### config.mk
export PLATFORM = sky130hd
export DESIGN_NAME = sael_ram
export DESIGN_NICKNAME = d
export VERILOG_FILES = /design/src/hw/rtl/sael_ram.sv
export SDC_FILE = /design/constraint.sdc
export NUM_CORES = 1
export LEC_CHECK = 0
export ABC_AREA = 1
export BUFFER_PORTS_ARGS = -buffer_cell sky130_fd_sc_hd__clkbuf_2
export CAP_MARGIN = 20
export CORE_ASPECT_RATIO = 1.2
export CORE_MARGIN = 10
export CORE_UTILIZATION = 65
export DETAILED_ROUTE_END_ITERATION = 16
export PLACE_DENSITY = 0.93
export SLEW_MARGIN = 25
export SYNTH_ARGS = -nofsm -noshare
export SYNTH_HDL_FRONTEND = slang
export SYNTH_SLANG_ARGS = --single-unit
export TNS_END_PERCENT = 5
### constraint.sdc
create_clock -name clk_i -period 2.7 [get_ports clk_i]
set_input_delay 0.135 -clock clk_i [delete_from_list [all_inputs] [get_ports clk_i]]
set_output_delay 0.135 -clock clk_i [all_outputs]
set_load 0.05 [all_outputs]
### src/hw/rtl/sael_ram.sv
// Generic simple dual-port RAM: one write port, one registered read port.
// No dependencies.
`timescale 1ns / 1ps
`default_nettype none
module sael_ram #(
  parameter int WIDTH = 8,
  parameter int DEPTH = 16
) (
  input  wire logic                     clk_i,
  input  wire logic                     we_i,
  input  wire logic [$clog2(DEPTH)-1:0] wa_i,
  input  wire logic [WIDTH-1:0]         wd_i,
  input  wire logic [$clog2(DEPTH)-1:0] ra_i,
  output logic      [WIDTH-1:0]         rd_o
);

  logic [WIDTH-1:0] mem [DEPTH];

  always_ff @(posedge clk_i) begin
    if (we_i) begin
      mem[wa_i] <= wd_i;
    end
    rd_o <= mem[ra_i];
  end

endmodule
`default_nettype wire

==> metrics.csv <==
metric,value,unit
die_h,123,um
avgViaCountPerCell,6.06,
grt_pass1_wl,23100,um
nets,592,
routed_wl,14900,um
io_pins,26,
dieWidth,106,um
regArea,4000,um2
postRouteAntennaNets,0,
fill_cells,504,
initial_core_util,67.0,%
yosysWarnings,0,
use_met1,27.1,%
clk_pin_slew_worst_paths,0.06,ns
dp_hpwl,7960,um
slew_headroom,42.0,%
root_buffer,clkbuf_8,
ir_worst_vdd,0.830,mV
grt_use_met3,7.18,%
multi_input_area,1210,um2
cts_resized,0,
worstSetupEndpointType,output port,
crit_chain,clkbuf_2,
drt_iter0_drc,815,
syn_nets,569,
p_leak,2.84,nW
via_count,4263,
drive_above_1_share,9.37,%
finalNonFillerCells,704,
firstDrtPassIters,6,
grt-busiest-layer,met2,
p_total,5.13,mW
grt_max_degree,65,
cp.required,2.57,ns
syn_to_final_growth,12.9,%
avgSynthCellArea,10.5,um2
cts_tree,built,
synth_top_cell_area_share,66.7,%
final_max_slew_viol_count,0,
crit_family,flip-flops,
drc,0,
ys_seq_area_share,69.4,%
dieArea,13100,um2
synth_top_cell_by_area,edfxtp_1,
tns,0,ns
rsz0062_at_grt,no,
hold_viol_final,0,
worstSetupPathType,flip-flop to output port,
min_path_type,input pin to flip-flop,
gp_congestion,0.841,
worst-path-buf-inv,1,
period_share,49.0,%
cts_buffer_depth,2,
clock-sinks,136,
synthDistinctLibCells,12,
cpPeakStageDelay,0.36,ns
synth_area_leaders,"edfxtp_1 (67%), nand2_1 (11%), nand3_1 (8.4%)",
ys_ff_latch,136,
startpoint_type,flip-flop,
netlist_instances,551,
timing.hold.ws,0.0431,ns
powerDensity,788,nW/um2
fp.coreArea,8610,um2
skew,0.00672,ns
finalCriticalPeriod,1.32,ns
insertion_delay,0.55,ns
synth_area,5770,um2
track_usage,23.8,%
cap_viol_max_count,0,
clock.fmax,0.755,GHz
diodes,0,
arrival,1.19,ns
grt_pass1_vias,4223,
cts-buffers-inserted,17,
grtUsageMet2,37.8,%
portBuffers,25,
cts_setup_buffers,0,
wl_per_cell,21.2,um
crit_fanout,1,
htreeDepth,4,
overflow,0,
row_count,37,
worstMarginPinSlew,0.867,ns
slowest_stage,dfxtp_1,
place_inst,672,
setup_viol,0,
antenna_found_initial,0,
cts_hold_buf,0,
status,finished clean,
[state kept, by name, indices dropped and copies added (netlist names)]
| register | cells |
|---|---|
| mem | 128 |
| rd_o | 8 |
[layer usage]
layer,up-vias,wire length [um]
met5,-,0
met4,0,1050
met3,106,1930
met2,403,7180
met1,1932,4760
li1,1822,-
[Yosys cell counts]
| cell | count |
|---|---|
| buf_1 | 1 |
| buf_2 | 13 |
| buf_4 | 4 |
| buf_6 | 6 |
| dfxtp_1 | 8 |
| edfxtp_1 | 128 |
| inv_1 | 100 |
| inv_2 | 2 |
| nand2_1 | 173 |
| nand3_1 | 97 |
| nand3b_1 | 2 |
| nor2_1 | 17 |
[worst min-delay path, stage by stage]
cell and delay [ns]:
clkbuf_2 0.21, nand3_1 0.14, nand2_1 0.05
[final timing paths]
kind,startpoint,endpoint,slack (ns),cells past startpoint
worst max-delay path,rd_o[3],rd_o[3],1.38,1
worst min-delay path,ra_i[3],rd_o[7],0.04,3
worst max register to register,mem[11][0],rd_o[0],1.44,6
worst min register to register,mem[12][5],rd_o[5],0.68,6
[power by group]
| part | internal [mW] | switching, mW | leakage, nW |
|---|---|---|---|
| Sequential | 2.36 | 0.0167 | 1.22 |
| Clock | 1.57 | 0.837 | 0.297 |
| Combinational | 0.0768 | 0.263 | 1.31 |
[metrics by stage]
stage / setup slack, ns / utilization [%] / instance area [um2]
6_report: 1.38 / 75.6 / 6510
3_5_place_dp: 1.11 / 68.6 / 5910
3_3_place_gp: 1.16 / 68.6 / 5910
2_1_floorplan: 1.61 / - / 5770
4_1_cts: 1.38 / 75.6 / 6510
5_1_grt: 1.38 / 75.6 / 6510
[cells by family after synthesis]
kind of cell	share of synthesized area [%]
flops	69.4
simple gates	21.0
buf+inv	9.52
[area by class of cell]
cell class,instances,area share [%]
Timing Repair Buffer,28,2.46
Sequential cell,136,61.5
Tap cell,117,2.25
Clock buffer,20,6.53
Clock inverter,12,2.77
Inverter,102,5.88
Multi-Input combinational cell,289,18.6
[cells in the final DEF (no fill, tap or decap), types with 2 or more instances in the layout]
| cell type | synthesis | layout |
|---|---|---|
| clkbuf_1 | 0 | 3 |
| inv_1 | 100 | 100 |
| buf_4 | 4 | 2 |
| clkinv_1 | 0 | 4 |
| bufinv_16 | 0 | 5 |
| clkbuf_16 | 0 | 16 |
| nand2_1 | 173 | 173 |
| clkbuf_2 | 0 | 25 |
| clkinv_2 | 0 | 3 |
| dfxtp_1 | 8 | 8 |
| edfxtp_1 | 128 | 128 |
| nand3b_1 | 2 | 2 |
| inv_2 | 2 | 2 |
| nand3_1 | 97 | 97 |
| nor2_1 | 17 | 17 |
Power figures use the tool's default switching activity.
